### config.mk
export PLATFORM = sky130hd
export DESIGN_NAME = playfair_cipher_engine_core
export DESIGN_NICKNAME = d
export VERILOG_FILES = /design/src/sv/pfc_pkg.sv /design/src/sv/pfc_ram.sv /design/src/sv/pfc_geom.sv /design/src/sv/playfair_cipher_engine_core.sv
export VERILOG_INCLUDE_DIRS = /design/src /design/src/sv
export SDC_FILE = /design/constraint.sdc
export NUM_CORES = 1
export LEC_CHECK = 0
export BUFFER_PORTS_ARGS = -buffer_cell sky130_fd_sc_hd__clkbuf_2
export CAP_MARGIN = 30
export CELL_PAD_IN_SITES_DETAIL_PLACEMENT = 1
export CELL_PAD_IN_SITES_GLOBAL_PLACEMENT = 1
export CORE_UTILIZATION = 48
export DETAILED_ROUTE_END_ITERATION = 8
export PLACE_DENSITY = 0.81
export SLEW_MARGIN = 10
export SYNTH_ARGS = -nofsm -noshare
export SYNTH_HDL_FRONTEND = slang
export SYNTH_SLANG_ARGS = --single-unit
### constraint.sdc
create_clock -name i_clk -period 5.74 [get_ports i_clk]
set_input_delay 0 -clock i_clk [delete_from_list [all_inputs] [get_ports i_clk]]
set_output_delay 0 -clock i_clk [all_outputs]
set_load 0.01 [all_outputs]
### src/sv/playfair_cipher_engine_core_macros.svh
// Assertion macros for the Playfair engine.
// Included by the modules that carry concurrent checks; no other dependencies.
`ifndef PLAYFAIR_CIPHER_ENGINE_CORE_MACROS_SVH
`define PLAYFAIR_CIPHER_ENGINE_CORE_MACROS_SVH
`ifndef SYNTHESIS
// Plain property, checked outside reset
`define PFC_ASSERT(lbl, clk, rst_n, prop, msg) \
    lbl: assert property (@(posedge clk) disable iff (!rst_n) (prop)) else $error(msg);
// Same-cycle implication, checked outside reset
`define PFC_ASSERT_IMP(lbl, clk, rst_n, ante, cons, msg) \
    lbl: assert property (@(posedge clk) disable iff (!rst_n) (ante) |-> (cons)) else $error(msg);
`else
`define PFC_ASSERT(lbl, clk, rst_n, prop, msg)
`define PFC_ASSERT_IMP(lbl, clk, rst_n, ante, cons, msg)
`endif
`endif

### src/sv/pfc_pkg.sv
// Shared types, codes and square geometry helpers for the Playfair engine.
// No dependencies; used by pfc_geom and playfair_cipher_engine_core.
`timescale 1ns / 1ps

package pfc_pkg;

    localparam int SIDE     = 5;
    localparam int CELLS    = 25;
    localparam int NLETTERS = 26;

    typedef logic [4:0] t_letter;
    typedef logic [4:0] t_pos;
    typedef logic [2:0] t_rc;

    // Input actions
    localparam logic [1:0] ACT_KEY     = 2'd0;
    localparam logic [1:0] ACT_KEY_END = 2'd1;
    localparam logic [1:0] ACT_MSG     = 2'd2;
    localparam logic [1:0] ACT_MSG_END = 2'd3;

    // Result kinds
    localparam logic [1:0] KIND_LETTER  = 2'd0;
    localparam logic [1:0] KIND_END     = 2'd1;
    localparam logic [1:0] KIND_END_ODD = 2'd2;

    // Letters with special handling
    localparam t_letter LETTER_I   = 5'd8;
    localparam t_letter LETTER_J   = 5'd9;
    localparam t_letter LETTER_X   = 5'd23;
    localparam t_letter LETTER_Z   = 5'd25;
    localparam t_letter LETTER_MAX = 5'd25;

    typedef struct packed {
        logic [1:0] action;
        t_letter    letter;
    } t_in_item;

    typedef struct packed {
        t_letter    letter_out;
        logic [1:0] kind;
        logic       last;
    } t_out_item;

    // Row of a square position: p*13 >> 6 equals p / 5 for p below 25
    function automatic t_rc pos_row(input t_pos p);
        logic [9:0] prod;
        prod = 10'(p) * 10'd13;
        return prod[8:6];
    endfunction

    function automatic t_pos rc_addr(input t_rc row, input t_rc col);
        return 5'({row, 2'b00}) + 5'(row) + 5'(col);
    endfunction

    function automatic t_rc pos_col(input t_pos p);
        t_pos base;
        base = rc_addr(pos_row(p), 3'd0);
        return 3'(p - base);
    endfunction

    // One step along a row or column, wrapping modulo the side
    function automatic t_rc rc_step(input t_rc v, input logic dec);
        t_rc res;
        if (dec) begin
            res = (v == 3'd0) ? 3'(SIDE - 1) : v - 3'd1;
        end else begin
            res = (v == 3'(SIDE - 1)) ? 3'd0 : v + 3'd1;
        end
        return res;
    endfunction

endpackage

### src/sv/pfc_ram.sv
// Generic single-port-write, single-port-read RAM with registered read data.
// No dependencies; holds the key square and the letter position table.
`timescale 1ns / 1ps

module pfc_ram #(
    parameter int WIDTH = 5,
    parameter int DEPTH = 25
) (
    input  logic                     i_clk,
    input  logic                     i_we,
    input  logic [$clog2(DEPTH)-1:0] i_waddr,
    input  logic [WIDTH-1:0]         i_wdata,
    input  logic [$clog2(DEPTH)-1:0] i_raddr,
    output logic [WIDTH-1:0]         o_rdata
);

    logic [WIDTH-1:0] r_mem [DEPTH];
    logic [WIDTH-1:0] r_rdata;

    // Write first port, read returns the old contents on a collision
    always_ff @(posedge i_clk) begin
        if (i_we) begin
            r_mem[i_waddr] <= i_wdata;
        end
        r_rdata <= r_mem[i_raddr];
    end

    assign o_rdata = r_rdata;

endmodule

### src/sv/pfc_geom.sv
// Playfair pair geometry: maps the square positions of a pair to the
// square addresses of the two output letters. Depends on pfc_pkg.
`timescale 1ns / 1ps

module pfc_geom
    import pfc_pkg::*;
(
    input  t_pos i_pos_a,
    input  t_pos i_pos_b,
    input  logic i_dec,
    output t_pos o_addr1,
    output t_pos o_addr2
);

    t_rc w_ra, w_ca, w_rb, w_cb;

    always_comb begin
        w_ra = pos_row(i_pos_a);
        w_ca = pos_col(i_pos_a);
        w_rb = pos_row(i_pos_b);
        w_cb = pos_col(i_pos_b);
    end

    // Same column shifts vertically, same row horizontally, else swap columns
    always_comb begin
        priority if (w_ca == w_cb) begin
            o_addr1 = rc_addr(rc_step(w_ra, i_dec), w_ca);
            o_addr2 = rc_addr(rc_step(w_rb, i_dec), w_cb);
        end else if (w_ra == w_rb) begin
            o_addr1 = rc_addr(w_ra, rc_step(w_ca, i_dec));
            o_addr2 = rc_addr(w_rb, rc_step(w_cb, i_dec));
        end else begin
            o_addr1 = rc_addr(w_ra, w_cb);
            o_addr2 = rc_addr(w_rb, w_ca);
        end
    end

endmodule

### src/sv/playfair_cipher_engine_core.sv
// Playfair cipher engine: key square build, digraph preparation and pairing.
// A key letter is placed in the cycle it is accepted; a message letter passes the fill
// state and is held or paired; a pair steps through RDA, RDB, CALC, SQ1, SQ2, EMIT1 and
// EMIT2, an end marker through MARK. The first key end or message action adds a fill
// sweep, one alphabet letter per cycle. One item in flight: a pair blocks the next
// transfer until emitted. Reset (synchronous, active low) clears the key state.
`timescale 1ns / 1ps
`include "playfair_cipher_engine_core_macros.svh"

module playfair_cipher_engine_core
    import pfc_pkg::*;
(
    input  logic      i_clk,
    input  logic      i_rst_n,
    input  logic      i_cfg_we,
    input  logic      i_cfg_data,
    input  logic      i_in_valid,
    output logic      o_in_ready,
    input  t_in_item  i_in_data,
    output logic      o_out_valid,
    input  logic      i_out_ready,
    output t_out_item o_out_data
);

    typedef enum logic [9:0] {
        S_IDLE  = 10'b00_0000_0001,
        S_FILL  = 10'b00_0000_0010,
        S_RDA   = 10'b00_0000_0100,
        S_RDB   = 10'b00_0000_1000,
        S_CALC  = 10'b00_0001_0000,
        S_SQ1   = 10'b00_0010_0000,
        S_SQ2   = 10'b00_0100_0000,
        S_EMIT1 = 10'b00_1000_0000,
        S_EMIT2 = 10'b01_0000_0000,
        S_MARK  = 10'b10_0000_0000
    } t_state;

    // Control registers
    t_state            r_state, n_state;
    logic              r_mode;
    logic [NLETTERS-1:0] r_used, n_used;
    logic [4:0]        r_fill, n_fill;
    logic              r_complete, n_complete;
    t_letter           r_scan, n_scan;
    logic              r_held_valid, n_held_valid;
    logic              r_out_valid, n_out_valid;

    // Payload registers
    t_letter    r_held, n_held;
    logic [1:0] r_act, n_act;
    t_letter    r_letter, n_letter;
    t_letter    r_a, n_a;
    t_letter    r_b, n_b;
    logic       r_dec, n_dec;
    logic       r_tail, n_tail;
    logic [1:0] r_kind, n_kind;
    t_pos       r_pa, n_pa;
    t_pos       r_addr1, n_addr1;
    t_pos       r_addr2, n_addr2;
    t_letter    r_o1, n_o1;
    t_out_item  r_out, n_out;

    logic       w_in_fire;
    logic       w_in_ok;
    t_letter    w_mapped;
    logic [31:0] w_used32;
    logic       w_key_place;
    logic       w_fill_place;
    logic       w_we;
    t_letter    w_wl;
    t_letter    w_pos_raddr;
    t_pos       w_pos_rdata;
    t_pos       w_sq_raddr;
    t_letter    w_sq_rdata;
    t_pos       w_addr1;
    t_pos       w_addr2;
    logic       w_slot;
    logic       w_double;

    assign o_in_ready  = (r_state == S_IDLE);
    assign w_in_fire   = i_in_valid && o_in_ready;
    assign w_in_ok     = (i_in_data.letter <= LETTER_MAX);
    assign w_mapped    = (i_in_data.letter == LETTER_J) ? LETTER_I : i_in_data.letter;
    assign w_used32    = {6'b0, r_used};
    assign w_slot      = !r_out_valid || i_out_ready;
    assign o_out_valid = r_out_valid;
    assign o_out_data  = r_out;

    // Square placement: key letters in the idle cycle, alphabet during the fill
    assign w_key_place  = w_in_fire && (i_in_data.action == ACT_KEY) && w_in_ok
                          && !r_complete && !w_used32[w_mapped];
    assign w_fill_place = (r_state == S_FILL) && !r_complete
                          && (r_scan != LETTER_J) && !w_used32[r_scan];
    assign w_we = w_key_place || w_fill_place;
    assign w_wl = w_fill_place ? r_scan : w_mapped;

    // Read address muxes; the sequencer never overlaps a write with a read
    assign w_pos_raddr = (r_state == S_RDA) ? r_a : r_b;
    assign w_sq_raddr  = (r_state == S_SQ1) ? r_addr1 : r_addr2;

    pfc_ram #(.WIDTH(5), .DEPTH(CELLS)) u_square (
        .i_clk   (i_clk),
        .i_we    (w_we),
        .i_waddr (r_fill),
        .i_wdata (w_wl),
        .i_raddr (w_sq_raddr),
        .o_rdata (w_sq_rdata)
    );

    pfc_ram #(.WIDTH(5), .DEPTH(NLETTERS)) u_position (
        .i_clk   (i_clk),
        .i_we    (w_we),
        .i_waddr (w_wl),
        .i_wdata (r_fill),
        .i_raddr (w_pos_raddr),
        .o_rdata (w_pos_rdata)
    );

    pfc_geom u_geom (
        .i_pos_a (r_pa),
        .i_pos_b (w_pos_rdata),
        .i_dec   (r_dec),
        .o_addr1 (w_addr1),
        .o_addr2 (w_addr2)
    );

    assign w_double = !r_mode && (r_letter == r_held);

    // Sequencer and next-state logic
    always_comb begin
        n_state      = r_state;
        n_used       = r_used;
        n_fill       = r_fill;
        n_complete   = r_complete;
        n_scan       = r_scan;
        n_held_valid = r_held_valid;
        n_held       = r_held;
        n_act        = r_act;
        n_letter     = r_letter;
        n_a          = r_a;
        n_b          = r_b;
        n_dec        = r_dec;
        n_tail       = r_tail;
        n_kind       = r_kind;
        n_pa         = r_pa;
        n_addr1      = r_addr1;
        n_addr2      = r_addr2;
        n_o1         = r_o1;
        n_out        = r_out;
        n_out_valid  = i_out_ready ? 1'b0 : r_out_valid;

        // Book-keeping for a placed letter
        if (w_we) begin
            n_used     = r_used | (NLETTERS'(1) << w_wl);
            n_fill     = r_fill + 5'd1;
            n_complete = (r_fill == 5'(CELLS - 1));
        end

        unique case (r_state)
            S_IDLE: begin
                if (w_in_fire) begin
                    n_act    = i_in_data.action;
                    n_letter = w_mapped;
                    if ((i_in_data.action == ACT_KEY_END)
                        || (i_in_data.action == ACT_MSG_END)
                        || ((i_in_data.action == ACT_MSG) && w_in_ok)) begin
                        n_state = S_FILL;
                    end
                end
            end
            S_FILL: begin
                if (!r_complete) begin
                    n_scan = r_scan + 5'd1;
                end else begin
                    n_state = S_IDLE;
                    if (r_act == ACT_MSG) begin
                        if (!r_held_valid) begin
                            n_held       = r_letter;
                            n_held_valid = 1'b1;
                        end else begin
                            n_a    = r_held;
                            n_dec  = r_mode;
                            n_tail = 1'b0;
                            if (w_double) begin
                                n_b = (r_held == LETTER_X) ? LETTER_Z : LETTER_X;
                            end else begin
                                n_b          = r_letter;
                                n_held_valid = 1'b0;
                            end
                            n_state = S_RDA;
                        end
                    end else if (r_act == ACT_MSG_END) begin
                        n_held_valid = 1'b0;
                        n_kind       = KIND_END;
                        n_state      = S_MARK;
                        if (r_held_valid && !r_mode) begin
                            n_a     = r_held;
                            n_b     = (r_held == LETTER_Z) ? LETTER_X : LETTER_Z;
                            n_dec   = 1'b0;
                            n_tail  = 1'b1;
                            n_state = S_RDA;
                        end else if (r_held_valid) begin
                            n_kind = KIND_END_ODD;
                        end
                    end
                end
            end
            S_RDA:  n_state = S_RDB;
            S_RDB: begin
                n_pa    = w_pos_rdata;
                n_state = S_CALC;
            end
            S_CALC: begin
                n_addr1 = w_addr1;
                n_addr2 = w_addr2;
                n_state = S_SQ1;
            end
            S_SQ1:  n_state = S_SQ2;
            S_SQ2: begin
                n_o1    = w_sq_rdata;
                n_state = S_EMIT1;
            end
            S_EMIT1: begin
                if (w_slot) begin
                    n_out       = '{letter_out: r_o1, kind: KIND_LETTER, last: 1'b0};
                    n_out_valid = 1'b1;
                    n_state     = S_EMIT2;
                end
            end
            S_EMIT2: begin
                if (w_slot) begin
                    n_out       = '{letter_out: w_sq_rdata, kind: KIND_LETTER,
                                    last: !r_tail};
                    n_out_valid = 1'b1;
                    n_state     = r_tail ? S_MARK : S_IDLE;
                end
            end
            S_MARK: begin
                if (w_slot) begin
                    n_out       = '{letter_out: 5'd0, kind: r_kind, last: 1'b1};
                    n_out_valid = 1'b1;
                    n_state     = S_IDLE;
                end
            end
            default: n_state = S_IDLE;
        endcase
    end

    // Control state
    always_ff @(posedge i_clk) begin
        if (!i_rst_n) begin
            r_state      <= S_IDLE;
            r_mode       <= 1'b0;
            r_used       <= '0;
            r_fill       <= '0;
            r_complete   <= 1'b0;
            r_scan       <= '0;
            r_held_valid <= 1'b0;
            r_held       <= '0;
            r_out_valid  <= 1'b0;
        end else begin
            r_state      <= n_state;
            if (i_cfg_we) begin
                r_mode <= i_cfg_data;
            end
            r_used       <= n_used;
            r_fill       <= n_fill;
            r_complete   <= n_complete;
            r_scan       <= n_scan;
            r_held_valid <= n_held_valid;
            r_held       <= n_held;
            r_out_valid  <= n_out_valid;
        end
    end

    // Working payload
    always_ff @(posedge i_clk) begin
        r_act    <= n_act;
        r_letter <= n_letter;
        r_a      <= n_a;
        r_b      <= n_b;
        r_dec    <= n_dec;
        r_tail   <= n_tail;
        r_kind   <= n_kind;
        r_pa     <= n_pa;
        r_addr1  <= n_addr1;
        r_addr2  <= n_addr2;
        r_o1     <= n_o1;
        r_out    <= n_out;
    end

    // Checks
    `PFC_ASSERT(a_fill_bound, i_clk, i_rst_n, r_fill <= 5'(CELLS), "fill count overrun")
    `PFC_ASSERT(a_complete_fill, i_clk, i_rst_n, r_complete == (r_fill == 5'(CELLS)), "complete flag out of step with fill count")
    `PFC_ASSERT_IMP(a_pair_needs_square, i_clk, i_rst_n, r_state == S_RDA, r_complete, "pair lookup before square complete")
    `PFC_ASSERT_IMP(a_held_not_j, i_clk, i_rst_n, r_held_valid, r_held != LETTER_J, "j held for pairing")
    `PFC_ASSERT_IMP(a_marker_last, i_clk, i_rst_n, r_out_valid && (r_out.kind != KIND_LETTER), r_out.last && (r_out.letter_out == 5'd0), "end marker malformed")

endmodule
Yosys cells after proc, flatten, opt, wreduce, memory -nomap -nowiden
Memory sizes are Yosys's and may differ from the RTL's. A register that Yosys moved wholly into a read port is not among the register bits.
Cells that the tools add are included.
{ "classes": {"n_bitwise": 4, "n_reduce_logical": 38, "muxes": 75, "div_mod_pow": 0, "add_sub_neg": 22, "shift": 1, "n_eq_ne": 34, "n_mul": 2, "n_lt_le_gt_ge": 3} }
{ "ops": {"columns": ["operator", "count"], "rows": [
  ["2-to-1 mux 10 bit", 10],
  ["case mux 10 bit (10 select lines)", 1],
  ["2-to-1 mux 5 bit", 17],
  ["2-to-1 mux 3 bit", 19],
  ["adder 5 x 3 -> 5 bit", 10],
  ["OR 26 bit", 1],
  ["<< shifter 1 x 5 -> 26 bit (first input constant)", 1],
  ["2-to-1 mux 8 bit", 3],
  ["case mux 8 bit (3 select lines)", 1],
  ["2-to-1 mux 1 bit", 19],
  ["multiplier 5 x 4 -> 9 bit (second input constant)", 2],
  ["equality test 5 bit (second input constant)", 3],
  ["adder 3 x 1 -> 3 bit (second input constant)", 4],
  ["equality test 3 bit (second input constant)", 4],
  ["zero test 3 bit", 4],
  ["< comparator 5 x 6 -> 1 bit (second input constant)", 2],
  ["AND reduction 4 bit", 3],
  ["subtractor 3 x 1 -> 3 bit (second input constant)", 4],
  ["logical AND 1 bit", 11],
  ["adder 5 x 1 -> 5 bit (second input constant)", 2],
  ["binary-select mux 1 bit (select 5 bit)", 2],
  ["equality test 10 x 1 -> 1 bit (second input constant)", 1],
  ["equality test 10 bit (second input constant)", 1],
  ["equality test 10 x 2 -> 1 bit (second input constant)", 1],
  ["30 further kinds", 53]
]} }
{ "totals": {"ram_bits": 255, "memories": 2, "latchBits": 0, "out_inout_bits": 10, "reg_bits": 104, "wordCells": 204, "mem_bits_ro": 0} }
{ "mem_list": {"columns": ["memory", "words", "width", "read_ports", "rd_ports_with_merged_regs", "write_ports", "line_no", "source"], "rows": [
  ["u_position.r_mem", 26, 5, 1, 1, 1, "pfc_ram.sv:17", "logic [WIDTH-1:0] r_mem [DEPTH];"],
  ["u_square.r_mem", 25, 5, 1, 1, 1, "pfc_ram.sv:17", null]
]} }

Longest topological paths before layout
Gate-level depths: netlist of the first run.
{ "logic_depth": {"ltp_word": 11, "depth_mapped": 24} }

Cells and area by module
From an unflattened synthesis of the first run, not the netlist that was laid out.
{ "unflattened": {"cells_unflattened": 1358, "hier_area_um2": 17864.6} }
{ "by_module_without_submodules": {"columns": ["mod", "n_inst", "cells_per_inst", "area_each_um2"], "rows": [
  ["pfc_ram (u_position)", 1, 315, 5365.1],
  ["playfair_cipher_engine_core", 1, 509, 5285.1],
  ["pfc_ram (u_square)", 1, 272, 5078.6],
  ["pfc_geom", 1, 262, 2135.8]
]} }

Least setup slack after synthesis of the first run
No wires, ideal clock.
{ "synth_timing": {"kind": "register to register", "start": "register u_position.r_rdata[2], in the netlist u_position.o_rdata[2], read port of u_position.r_mem", "end": "register r_addr2[4] (data pin)", "required_time_ns": 5.473, "t_arrival_ns": 5.130, "setup_time_ns": 0.267, "slack_ns": 0.343, "period_less_slack_ns": 5.397, "path_stages_with_launch": 23, "path_cell_list": "dfxtp_1 -> ha_1 -> fa_1 -> ha_1 -> nand4_1 -> a211oi_1 -> a21oi_1 -> xnor2_1 -> ha_1 -> xor2_1 -> xnor2_1 -> inv_1 -> nand2_1 -> a21oi_1 -> a31o_2 -> mux2_2 -> fa_1 -> nor2b_1 -> o21ai_0 -> xor2_1 -> xnor2_1 -> nand2_1 -> o21ai_0"} }
{ "synth_between": {"elab_chain_cells": 11, "elab_cells_between_ends": 28, "cone_classes": "add/sub: 10; mul: 1; eq/ne: 4; mux: 11; reduce/logical: 2"} }
{ "synth_rtl": {"columns": ["item", "line_no", "source"], "rows": [
  ["start: declaration", "pfc_ram.sv:18", "logic [WIDTH-1:0] r_rdata;"],
  ["multiplier 5 x 4 -> 9 bit", "pfc_pkg.sv:47", "prod = 10'(p) * 10'd13;"],
  ["adder 5 x 3 -> 5 bit", "pfc_pkg.sv:52", "return 5'({row, 2'b00}) + 5'(row) + 5'(col);"],
  ["subtractor 3 bit", "pfc_pkg.sv:58", "return 3'(p - base);"],
  ["adder 3 x 1 -> 3 bit (tied with other cells)", "pfc_pkg.sv:67", "res = (v == 3'(SIDE - 1)) ? 3'd0 : v + 3'd1;"],
  ["2-to-1 mux 3 bit, on equally long branches", "pfc_pkg.sv:67, pfc_pkg.sv:65", null],
  ["2-to-1 mux 3 bit", "pfc_pkg.sv:64", "if (dec) begin"],
  ["2-to-1 mux 3 bit", "pfc_geom.sv:29", "end else if (w_ra == w_rb) begin"],
  ["2-to-1 mux 3 bit", "pfc_geom.sv:26", "priority if (w_ca == w_cb) begin"],
  ["adder 5 x 3 -> 5 bit", "pfc_pkg.sv:52", null],
  ["2-to-1 mux 5 bit", "pfc_geom.sv:29", null],
  ["2-to-1 mux 5 bit (*)", "pfc_geom.sv:26", null],
  ["via u_geom.o_addr2[4]", "pfc_geom.sv:12", "output t_pos o_addr2"],
  ["end signal: assignment", "playfair_cipher_engine_core.sv:287", "r_addr2 <= n_addr2;"],
  ["end: declaration", "playfair_cipher_engine_core.sv:59", "t_pos r_addr2, n_addr2;"]
]} }
Mark *: on every way through the listed nets, which the timed path passes. The rest lies on a longest branch. The select of a mux whose other input is x is not followed.
A chain may end at the register's enable or synchronous reset.

Worst setup path after layout of the first run
{ "layout_timing": {"start": "register r_pa[2]", "end": "register r_addr1[4] (data pin)"} }
{ "layout_between": {"elab_chain_cells": 11, "elab_cells_between_ends": 28, "cone_classes": "add/sub: 10; mul: 1; eq/ne: 4; mux: 11; reduce/logical: 2"} }
{ "layout_rtl": {"columns": ["item", "line_no", "source"], "rows": [
  ["start: declaration", "playfair_cipher_engine_core.sv:57", "t_pos r_pa, n_pa;"],
  ["start signal: assignment", "playfair_cipher_engine_core.sv:285", "r_pa <= n_pa;"],
  ["multiplier 5 x 4 -> 9 bit", "pfc_pkg.sv:47", null],
  ["adder 5 x 3 -> 5 bit", "pfc_pkg.sv:52", null],
  ["subtractor 3 bit", "pfc_pkg.sv:58", null],
  ["adder 3 x 1 -> 3 bit (tied with other cells)", "pfc_pkg.sv:67", null],
  ["2-to-1 mux 3 bit, on equally long branches", "pfc_pkg.sv:67, pfc_pkg.sv:65", null],
  ["2-to-1 mux 3 bit", "pfc_pkg.sv:64", null],
  ["2-to-1 mux 3 bit", "pfc_geom.sv:29", null],
  ["2-to-1 mux 3 bit", "pfc_geom.sv:26", null],
  ["adder 5 x 3 -> 5 bit", "pfc_pkg.sv:52", null],
  ["2-to-1 mux 5 bit", "pfc_geom.sv:29", null],
  ["2-to-1 mux 5 bit (*)", "pfc_geom.sv:26", null],
  ["via u_geom.o_addr1[4]", "pfc_geom.sv:11", "output t_pos o_addr1,"],
  ["end signal: assignment", "playfair_cipher_engine_core.sv:286", "r_addr1 <= n_addr1;"],
  ["end: declaration", "playfair_cipher_engine_core.sv:58", "t_pos r_addr1, n_addr1;"]
]} }
Marked as above.

==> impl_metrics.py, run 1 <==
metrics = {
    "status": {
        "run_status": "completed",
    },
    "timing": {
        "final-hold-violation-count": 0,
        "setup_viol": 0,
        "layout_setup_ws_ns": 0.228,
        "period_minus_slack_ns": 5.51,
        "tightest_slew_ns": 0.970,
        "finalClockSkew_ns": 0.0254,
        "fin_tns_setup_ns": 0,
        "relSlewSlack": 0.335,
        "clock.fmax_ghz": 0.181,
        "rsz0062_at_grt": "true",
        "finalMaxSlewViolations": 0,
        "period_share": 0.960,
    },
    "drt": {
        "drt-total-wl_mm": 46.4,
        "vias_per_cell": 6.14,
        "wl_per_cell_um": 24.5,
        "postRouteAntennaNets": 0,
        "drtPass1Iterations": 7,
        "drt_iter0_markers": 749,
        "vias": 11600,
        "drc": 0,
    },
    "power": {
        "power.density_nw_per_um2": 295,
        "internal-power_mw": 4.46,
        "p_comb_frac": 0.071,
        "pwr-share-seq": 0.514,
        "ir_drop_mv": 0.356,
        "p_clk_frac": 0.415,
        "p_leak_nw": 6.89,
        "p_sw_frac": 0.232,
        "switchingPower_mw": 1.35,
    },
    "synthesis": {
        "synth_seq_cells": 369,
        "syn-num-nets": 1443,
        "synth.distinct_cells": 86,
        "synth_edf_count": 304,
        "ys.flop_type": "edfxtp_1",
        "synth_cells": 1355,
        "synth_commonest_cells": "304 x edfxtp_1, 123 x nand2_1, 108 x nor2_1, 70 x mux2i_1, 67 x ha_1",
        "syn_area_um2": 17600,
        "yosysTopAreaCell": "edfxtp_1",
        "synth_area_leaders": "edfxtp_1 52%, dfxtp_1 7.4%, ha_1 4.8%",
        "synth_top_area_share": 0.518,
        "yosys_warnings": 0,
        "ys_seq_area_frac": 0.592,
        "synth.avg_cell_area_um2": 13.0,
        "synthArstFlopShare": 0,
        "yosys.cell_count.top_type": "edfxtp_1",
    },
    "grt": {
        "grt-ovfl-total": 0,
        "grt_max_degree": 39,
        "grt_pass1_vias": 12400,
        "track_usage": 0.248,
        "grt_pass1_wl_mm": 71.6,
        "antenna_found_initial": 1,
    },
    "cts": {
        "clk_pin_slew_ns": 0.06,
        "cts_made_buffers": 39,
        "clock_latency_ns": 0.54,
        "htreeDepth": 2,
        "cts-root-buf": "clkbuf_16",
        "clockBufferDepth": 3,
        "cts.sinks": 369,
        "cts_tree": "yes",
    },
    "floorplan": {
        "io_pins": 23,
        "fp-row-count": 69,
        "die_w_um": 194,
        "initial_core_util": 0.492,
        "dieArea_um2": 37500,
        "die_h_um": 194,
        "core_um2": 35800,
    },
    "final_layout": {
        "area_delta_synth_final_pct": 11.7,
        "nNetsFinal": 1492,
        "diodes": 0,
        "fillers": 3567,
        "drive_above_1_share": 0.141,
    },
    "critical_path": {
        "rrSetupSlack_ns": 0.23,
        "required_ns": 5.99,
        "r2r_start": "r_pa[2]",
        "path_class": "flop to flop",
        "start_kind": "flop",
        "cp_max_fo": 6,
        "critPathCaptureType": "flop",
        "rr_worst_depth": 25,
        "r2r-end": "r_addr1[4]",
        "critPathArrivalTime_ns": 5.76,
    },
    "min_path": {
        "whs_endpoint": "r_act[1]",
        "hold_depth": 2,
        "hold_path.class": "input pin to flop",
        "min-delay-start": "i_in_valid",
    },
    "job": {
        "drv_cap": 0,
    },
    "placement": {
        "place_worst_setup_slack_ns": -0.00650,
        "place_hpwl_mm": 30.9,
        "gp_congestion": 0.876,
        "portBuffers": 22,
    },
}
## logic make-up after synthesis
kind of cell / Yosys count / share of synthesized area
AND/OR/NAND/NOR: 404 / 0.114
flip-flops: 369 / 0.592
XOR/XNOR: 44 / 0.0226
adder cells (fa/ha/maj): 75 / 0.0566
buffers and inverters: 113 / 0.0282
AO/OA/AOI/OAI: 226 / 0.0894
multiplexers: 124 / 0.0978
## worst max path at each step
stage,from,end,slack [ns]
global route,u_position.o_rdata[2],r_addr2[4],-0.04
floorplan,u_position.o_rdata[2],r_addr2[4],0.34
finish,r_pa[2],r_addr1[4],0.23
detailed placement,r_pa[2],r_addr1[4],-0.007
global placement,r_pa[2],r_addr1[4],0.28
CTS,u_position.o_rdata[2],r_addr2[4],0.02
## routing by layer
layer  track usage  share of wire
met1         0.301           0.40
met5             0        0.00022
met4        0.0975          0.034
met2         0.443           0.52
met3        0.0357          0.049
## sequential cells by signal (all words and copies together), names as in the netlist, 8 cells and up
| name | cells |
|---|---|
| r_state | 10 |
| r_used | 26 |
| u_position.r_mem | 130 |
| o_out_data | 8 |
| u_square.r_mem | 125 |
## power groups by stage
stage / Combinational [mW] / Clock, mW / Sequential (mW)
3_3_place_gp: 0.368 / 0 / 3.04
3_5_place_dp: 0.392 / 0 / 3.04
6_report: 0.411 / 2.41 / 2.99
4_1_cts: 0.403 / 2.44 / 2.99
2_1_floorplan: 0.274 / 0 / 3.02
5_1_grt: 0.444 / 2.53 / 2.99
## repair_timing
| item | CTS | global route |
|---|---|---|
| hold buffers | 8 | 0 |
| setup buffers | 0 | 4 |
| pin swaps | 0 | 1 |
| cloned | 0 | 0 |
| endpoints found under the hold margin | 7 | 0 |
| setup endpoints to repair | 1 | 3 |
| gates resized for setup | 1 | 8 |
## per-stage QoR
stage | util | hold slack, ns | std cells | power (mW) | area [um2]
2_1_floorplan | - | 0.0989 | 1355 | 3.30 | 17600
3_3_place_gp | 0.508 | 0.232 | 1798 | 3.41 | 18200
3_5_place_dp | 0.509 | 0.256 | 1802 | 3.43 | 18200
4_1_cts | 0.545 | 0.0181 | 1879 | 5.83 | 19500
5_1_grt | 0.550 | 0.0400 | 1893 | 5.96 | 19700
6_report | 0.550 | 0.0374 | 1893 | 5.81 | 19700
## final cells by class
cell class	count	area (um2)	share of cell area
clock buffer	49	1010	0.0515
timing repair buffer	73	536	0.0272
inverter	48	180	0.00915
sequential	369	10400	0.530
multi-input combinational	873	6780	0.344
clock inverter	20	176	0.00896
tap	461	577	0.0293
## cells in the final DEF, fill, tap and decap left out, types with 15 or more instances in the layout
cell,synthesis,routed
edfxtp_1,304,304
nand2_1,123,123
nor2_1,108,106
mux2i_1,70,68
ha_1,67,66
dfxtp_1,65,65
a21oi_1,50,50
inv_1,47,47
o21ai_0,39,39
clkbuf_16,0,39
nor3_1,32,32
buf_4,4,31
mux4_2,29,29
nand3_1,25,25
clkbuf_2,0,23
xnor2_1,22,21
xor2_1,21,19
nand4_1,19,19
mux2_2,18,18
o21a_1,16,16
nand2b_1,15,15
o22ai_1,15,15
a32oi_1,15,15
## critical path, stage by stage (launching register included)
cell and delay, ns:
edfxtp_1 0.43, buf_4 0.17, ha_1 0.30, ha_1 0.31, ha_1 0.33, o21ai_0 0.23, a21oi_1 0.12, nor2_1 0.26
xnor2_1 0.11, buf_4 0.18, fa_2 0.36, xor2_1 0.24, xnor2_2 0.14, buf_4 0.18, inv_1 0.09, mux2i_1 0.08
nand2_1 0.06, o21ai_0 0.11, mux2_2 0.31, fa_1 0.43, nor2b_1 0.13, o21ai_0 0.14, xor2_1 0.19, xnor2_1 0.15
nand2_1 0.07, o21ai_0 0.10
(Power assumes the default switching activity.)
==> inputs of run 2 (changes only) <==
Settings changed: PLACE_DENSITY 0.81 to 0.86.
==> run 2 against run 1 <==
Against the previous run:
- critical endpoint is now r_addr2[4]
- final area increased by 0.73%
- critical path depth decreased by 5
- clock skew decreased by 0.0036 ns
==> impl_metrics.py, run 2 (synthesized netlist as in run 1, its figures left out) <==
metrics = {
    "job": {
        "drv_cap": 0,
    },
    "placement": {
        "place_worst_setup_slack_ns": -0.159,
        "dp_cells": 1803,
        "gp_congestion": 0.901,
        "portBuffers": 22,
        "place_hpwl_mm": 31.4,
    },
    "timing": {
        "finalClockSkew_ns": 0.0219,
        "period_minus_slack_ns": 5.57,
        "relSlewSlack": 0.337,
        "layout_setup_ws_ns": 0.167,
        "fin_tns_setup_ns": 0,
        "clock.fmax_ghz": 0.179,
        "final-hold-violation-count": 0,
        "setup_viol": 0,
        "hold_ws_ns": 0.0836,
        "finalMaxSlewViolations": 0,
        "period_share": 0.971,
        "tightest_slew_ns": 0.967,
    },
    "grt": {
        "grt_pass1_wl_mm": 73.2,
        "track_usage": 0.254,
        "antenna_found_initial": 0,
        "grt_pass1_vias": 12600,
        "grt-ovfl-total": 0,
        "grt_max_degree": 39,
    },
    "power": {
        "fin_total_pwr_mw": 5.88,
        "power.density_nw_per_um2": 297,
        "ir_drop_mv": 0.242,
        "p_leak_nw": 6.97,
    },
    "floorplan": {
        "core_um2": 35800,
        "dieArea_um2": 37500,
        "die_h_um": 194,
        "die_w_um": 194,
        "fp-row-count": 69,
        "initial_core_util": 0.492,
        "io_pins": 23,
    },
    "critical_path": {
        "max_stage_delay_ns": 0.56,
        "startpoint": "u_position.o_rdata[1]",
        "cp_slowest_cell": "fa_2",
        "critPathCaptureType": "flop",
        "rr_worst_depth": 20,
        "required_ns": 5.98,
        "path_class": "flop to flop",
        "start_kind": "flop",
        "critPathCapture": "r_addr2[4]",
        "cp_max_fo": 6,
        "crit_chain": "ha_1 -> fa_1 -> ha_1 -> nand4_1 -> a211oi_4 -> buf_4 -> xor2_2 -> fa_2 -> ha_1 -> nand2_1 -> a21oi_1 -> a31o_2 -> mux2_2 -> fa_1 -> nor2b_1 -> o21ai_1 -> xor2_1 -> xnor2_1 -> nand2_1 -> o21ai_0",
        "cp_common_cell": "ha_1",
        "critPathArrivalTime_ns": 5.81,
        "r2r-end": "r_addr2[4]",
        "rrSetupSlack_ns": 0.17,
        "r2r_start": "u_position.o_rdata[1]",
    },
    "final_layout": {
        "instances_no_fill": 1898,
        "diodes": 0,
        "seq_area_um2": 10400,
        "final_cell_mix": "304 x edfxtp_1, 123 x nand2_1, 105 x nor2_1",
        "largest_reg_flops": 130,
        "regMostFlops": "u_position.r_mem",
        "nNetsFinal": 1497,
        "drive_above_1_share": 0.150,
        "multi_input_area_um2": 6790,
        "area_delta_synth_final_pct": 12.5,
        "reg.largest.list": "u_position.r_mem (130), u_square.r_mem (125), r_used (26)",
        "fillers": 3526,
        "final_common_cell": "edfxtp_1",
    },
    "drt": {
        "postRouteAntennaNets": 0,
        "wl_per_cell_um": 25.8,
        "vias": 11900,
        "drc": 0,
        "drt_iter0_markers": 1087,
        "drt-total-wl_mm": 49.0,
        "vias_per_cell": 6.27,
        "drtPass1Iterations": 6,
    },
    "cts": {
        "cts.sinks": 369,
        "cts-root-buf": "clkbuf_16",
        "htreeDepth": 2,
        "cts_tree": "yes",
        "clock_latency_ns": 0.54,
        "cts_made_buffers": 38,
        "clockBufferDepth": 3,
        "clk_pin_slew_ns": 0.06,
    },
    "min_path": {
        "hold_path.class": "input pin to flop",
    },
    "status": {
        "run_status": "completed",
    },
}
run 2: worst min-delay path by stage:
stage / start / depth (start not counted) / end
finish: i_in_data[1] / 1 / r_letter[1]
CTS: i_in_data[1] / 1 / r_letter[1]
global route: i_in_data[1] / 1 / r_letter[1]
detailed placement: i_in_data[6] / 1 / r_act[1]
global placement: i_in_data[6] / 1 / r_act[1]
floorplan: i_in_data[5] / 0 / r_act[0]
run 2: area by class of cell:
type / count / area share
clock inverters: 23 / 0.00972
multi-input cells: 873 / 0.342
flip-flops and latches: 369 / 0.526
repair buffers: 79 / 0.0320
inverters: 48 / 0.00908
clock buffers: 45 / 0.0519
well taps: 461 / 0.0291
run 2: where the power goes:
part | switching [mW] | internal, mW | leakage [nW]
combinational | 0.295 | 0.136 | 3.22
sequential | 0.0477 | 2.94 | 3.14
clock | 1.05 | 1.42 | 0.601
run 2: per-layer routing:
| layer | track usage | vias up | share of wire |
|---|---|---|---|
| met3 | 0.0348 | 110 | 0.056 |
| met4 | 0.0913 | 0 | 0.035 |
| met5 | 0 | - | 0 |
| met1 | 0.311 | 6086 | 0.39 |
| li1 | - | 5242 | - |
| met2 | 0.459 | 470 | 0.52 |
run 2: repair_timing:
item / in CTS / in global routing
hold buffers: 9 / 0
hold endpoints to repair: 8 / 0
endpoints found under the setup margin: 1 / 3
pin swaps: 0 / 4
gates resized for setup: 1 / 14
setup buffers: 0 / 7
run 2: critical path: cells and delay by family (launching register included):
family          cells  cell delay [ns]
simple gates        4             0.53
mux                 1             0.28
buf+inv             1             0.17
fa+ha+maj           6             2.41
xor+xnor            3             0.60
flops               1             0.42
compound gates      5             0.90
run 2: metrics by stage:
stage          cell area [um2]   util
2_1_floorplan            17600      -
3_3_place_gp             18200  0.509
3_5_place_dp             18300  0.510
4_1_cts                  19600  0.547
5_1_grt                  19800  0.554
6_report                 19800  0.554
==> inputs of run 3 (changes only) <==
Settings changed: CORE_UTILIZATION 48 to 30, PLACE_DENSITY 0.86 to 0.62.
==> run 3 against run 2 <==
Against the previous run:
- sequential cell count unchanged
- sequential power about the same
- worst hold slack got worse by 0.0040 ns
- via count down 5.7%
- clock power grew 2%
- final cell count grew 17%
- power is 0.24% higher
- fmax increased by 4.3%
- global-route usage down 10 points
- first-iteration DRC count decreased by 32%
- setup slack improved by 0.23 ns
- largest cell class unchanged
==> impl_metrics.py, run 3 (synthesized netlist as in run 1, its figures left out) <==
metrics = {
    "drt": {
        "vias_per_cell": 5.07,
        "wl_per_cell_um": 19.9,
        "drt_iter0_markers": 738,
        "postRouteAntennaNets": 0,
        "drc": 0,
        "drt-total-wl_mm": 44.0,
        "vias": 11200,
        "drtPass1Iterations": 4,
    },
    "power": {
        "p_sw_frac": 0.234,
        "internal-power_mw": 4.52,
        "p_comb_frac": 0.068,
        "p_clk_frac": 0.426,
        "pwr-share-seq": 0.505,
        "switchingPower_mw": 1.38,
        "ir_drop_mv": 0.241,
        "power.density_nw_per_um2": 291,
        "p_leak_nw": 7.00,
    },
    "final_layout": {
        "final_cell_mix": "304 x edfxtp_1, 123 x nand2_1, 106 x nor2_1",
        "diodes": 0,
        "instances_no_fill": 2214,
        "reg.largest.list": "u_position.r_mem (130), u_square.r_mem (125), r_used (26)",
        "regMostFlops": "u_position.r_mem",
        "nNetsFinal": 1506,
        "largest_reg_flops": 130,
        "drive_above_1_share": 0.148,
        "final_common_cell": "edfxtp_1",
        "fillers": 6227,
        "area_delta_synth_final_pct": 14.8,
        "final_util": 0.350,
    },
    "job": {
        "drv_cap": 0,
    },
    "floorplan": {
        "io_pins": 23,
        "dieArea_um2": 59700,
        "die_w_um": 244,
        "fp-row-count": 88,
        "die_h_um": 244,
        "core_um2": 57900,
        "initial_core_util": 0.304,
    },
    "grt": {
        "antenna_found_initial": 0,
        "grt_pass1_wl_mm": 69.3,
        "grt_max_degree": 39,
        "track_usage": 0.150,
        "grt_util_met1": 0.191,
        "grt-ovfl-total": 0,
        "grt_pass1_vias": 12000,
        "grtUsageMet3": 0.0219,
        "grt_util_met2": 0.263,
        "grt.busiest_layer": "met2",
    },
    "placement": {
        "place_hpwl_mm": 30.2,
        "dp_cells": 2126,
        "portBuffers": 22,
        "gp_congestion": 0.791,
    },
    "timing": {
        "hold_ws_ns": 0.0796,
        "clock.fmax_ghz": 0.187,
        "rsz0062_at_grt": "false",
        "tightest_slew_ns": 0.995,
        "period_minus_slack_ns": 5.34,
        "final-hold-violation-count": 0,
        "period_share": 0.931,
        "setup_viol": 0,
        "finalMaxSlewViolations": 0,
        "relSlewSlack": 0.330,
        "finalClockSkew_ns": 0.0303,
        "fin_tns_setup_ns": 0,
    },
    "critical_path": {
        "start_kind": "flop",
        "cp_max_fo": 6,
        "rr_worst_depth": 20,
        "path_class": "flop to flop",
        "critPathCaptureType": "flop",
        "required_ns": 6.01,
        "critPathArrivalTime_ns": 5.61,
        "rrSetupSlack_ns": 0.40,
        "r2r_start": "r_pa[1]",
        "r2r-end": "r_addr1[4]",
    },
    "min_path": {
        "hold_path.class": "input pin to flop",
        "hold_depth": 1,
        "whs_endpoint": "r_letter[1]",
        "min-delay-start": "i_in_data[1]",
    },
    "cts": {
        "htreeDepth": 2,
        "cts.sinks": 369,
        "clockBufferDepth": 3,
        "cts_made_buffers": 40,
        "clk_pin_slew_ns": 0.06,
        "cts-root-buf": "clkbuf_16",
        "clock_latency_ns": 0.57,
        "cts_tree": "yes",
    },
    "status": {
        "run_status": "completed",
    },
}
## run 3: cell types whose count changed in the layout (fill, tap and decap cells not counted), moves of 3 or more
cell | before | now
clkbuf_2 | 25 | 22
clkinv_1 | 8 | 5
clkinv_2 | 8 | 5
clkbuf_1 | 3 | 11
buf_4 | 35 | 48
## run 3: stage by stage
| step | power, mW | setup slack, ns | cell area, um2 |
|---|---|---|---|
| floorplan | 3.30 | 0.343 | 17600 |
| global placement | 3.42 | 0.196 | 18700 |
| detailed placement | 3.44 | -0.00752 | 18800 |
| CTS | 5.98 | 0.0837 | 20200 |
| global route | 6.11 | 0.00388 | 20200 |
| finish | 5.90 | 0.396 | 20200 |
## run 3: how the worst max path moves through the flow
stage                     cells past startpoint             startpoint         end
after floorplan                              22  u_position.o_rdata[2]  r_addr2[4]
after global placement                       22                r_pa[1]  r_addr1[4]
after detailed placement                     22                r_pa[1]  r_addr1[4]
after CTS                                    22                r_pa[1]  r_addr1[4]
after global routing                         21  u_position.o_rdata[2]  r_addr2[4]
final                                        20                r_pa[1]  r_addr1[4]
## run 3: routing by layer
layer | wire length, um | vias up
met1 | 19700 | 5755
met4 | 768 | 0
met5 | 0 | -
li1 | - | 5257
met3 | 1580 | 54
met2 | 21900 | 159
## run 3: area by class of cell
class / count / area, um2 / share of cell area
inverters: 48 / 180 / 0.00890
clock buffers: 55 / 1100 / 0.0542
clock inverters: 18 / 174 / 0.00859
multi-input cells: 873 / 6760 / 0.334
repair buffers: 86 / 648 / 0.0320
well taps: 765 / 957 / 0.0473
flip-flops and latches: 369 / 10400 / 0.515
## run 3: what timing repair did
item	in CTS	in global routing
resized for setup	1	4
endpoints found under the setup margin	1	1
endpoints found under the hold margin	41	0
pin swaps	0	1
hold buffers	10	0
setup buffers	0	3
## run 3: worst max-delay path: stages (launching register included)
cell and delay, ns:
edfxtp_1 0.42, ha_1 0.34, fa_1 0.47, ha_1 0.33, a41o_1 0.24, a211oi_1 0.27, nor2_2 0.13, ha_1 0.22
fa_2 0.62, ha_1 0.26, nor2_1 0.06, mux2_2 0.27, a21o_1 0.19, mux2i_1 0.15, ha_1 0.29, nor2b_1 0.15
o21ai_0 0.20, xor2_1 0.20, xnor2_1 0.08, nand2_1 0.06, o21ai_0 0.09
## run 3: power groups by stage
stage / Combinational, mW / Sequential [mW] / Clock [mW]
after CTS: 0.409 / 2.98 / 2.59
final: 0.403 / 2.98 / 2.51
after floorplan: 0.274 / 3.02 / 0
after detailed placement: 0.401 / 3.04 / 0
after global placement: 0.384 / 3.03 / 0
after global routing: 0.447 / 2.98 / 2.68
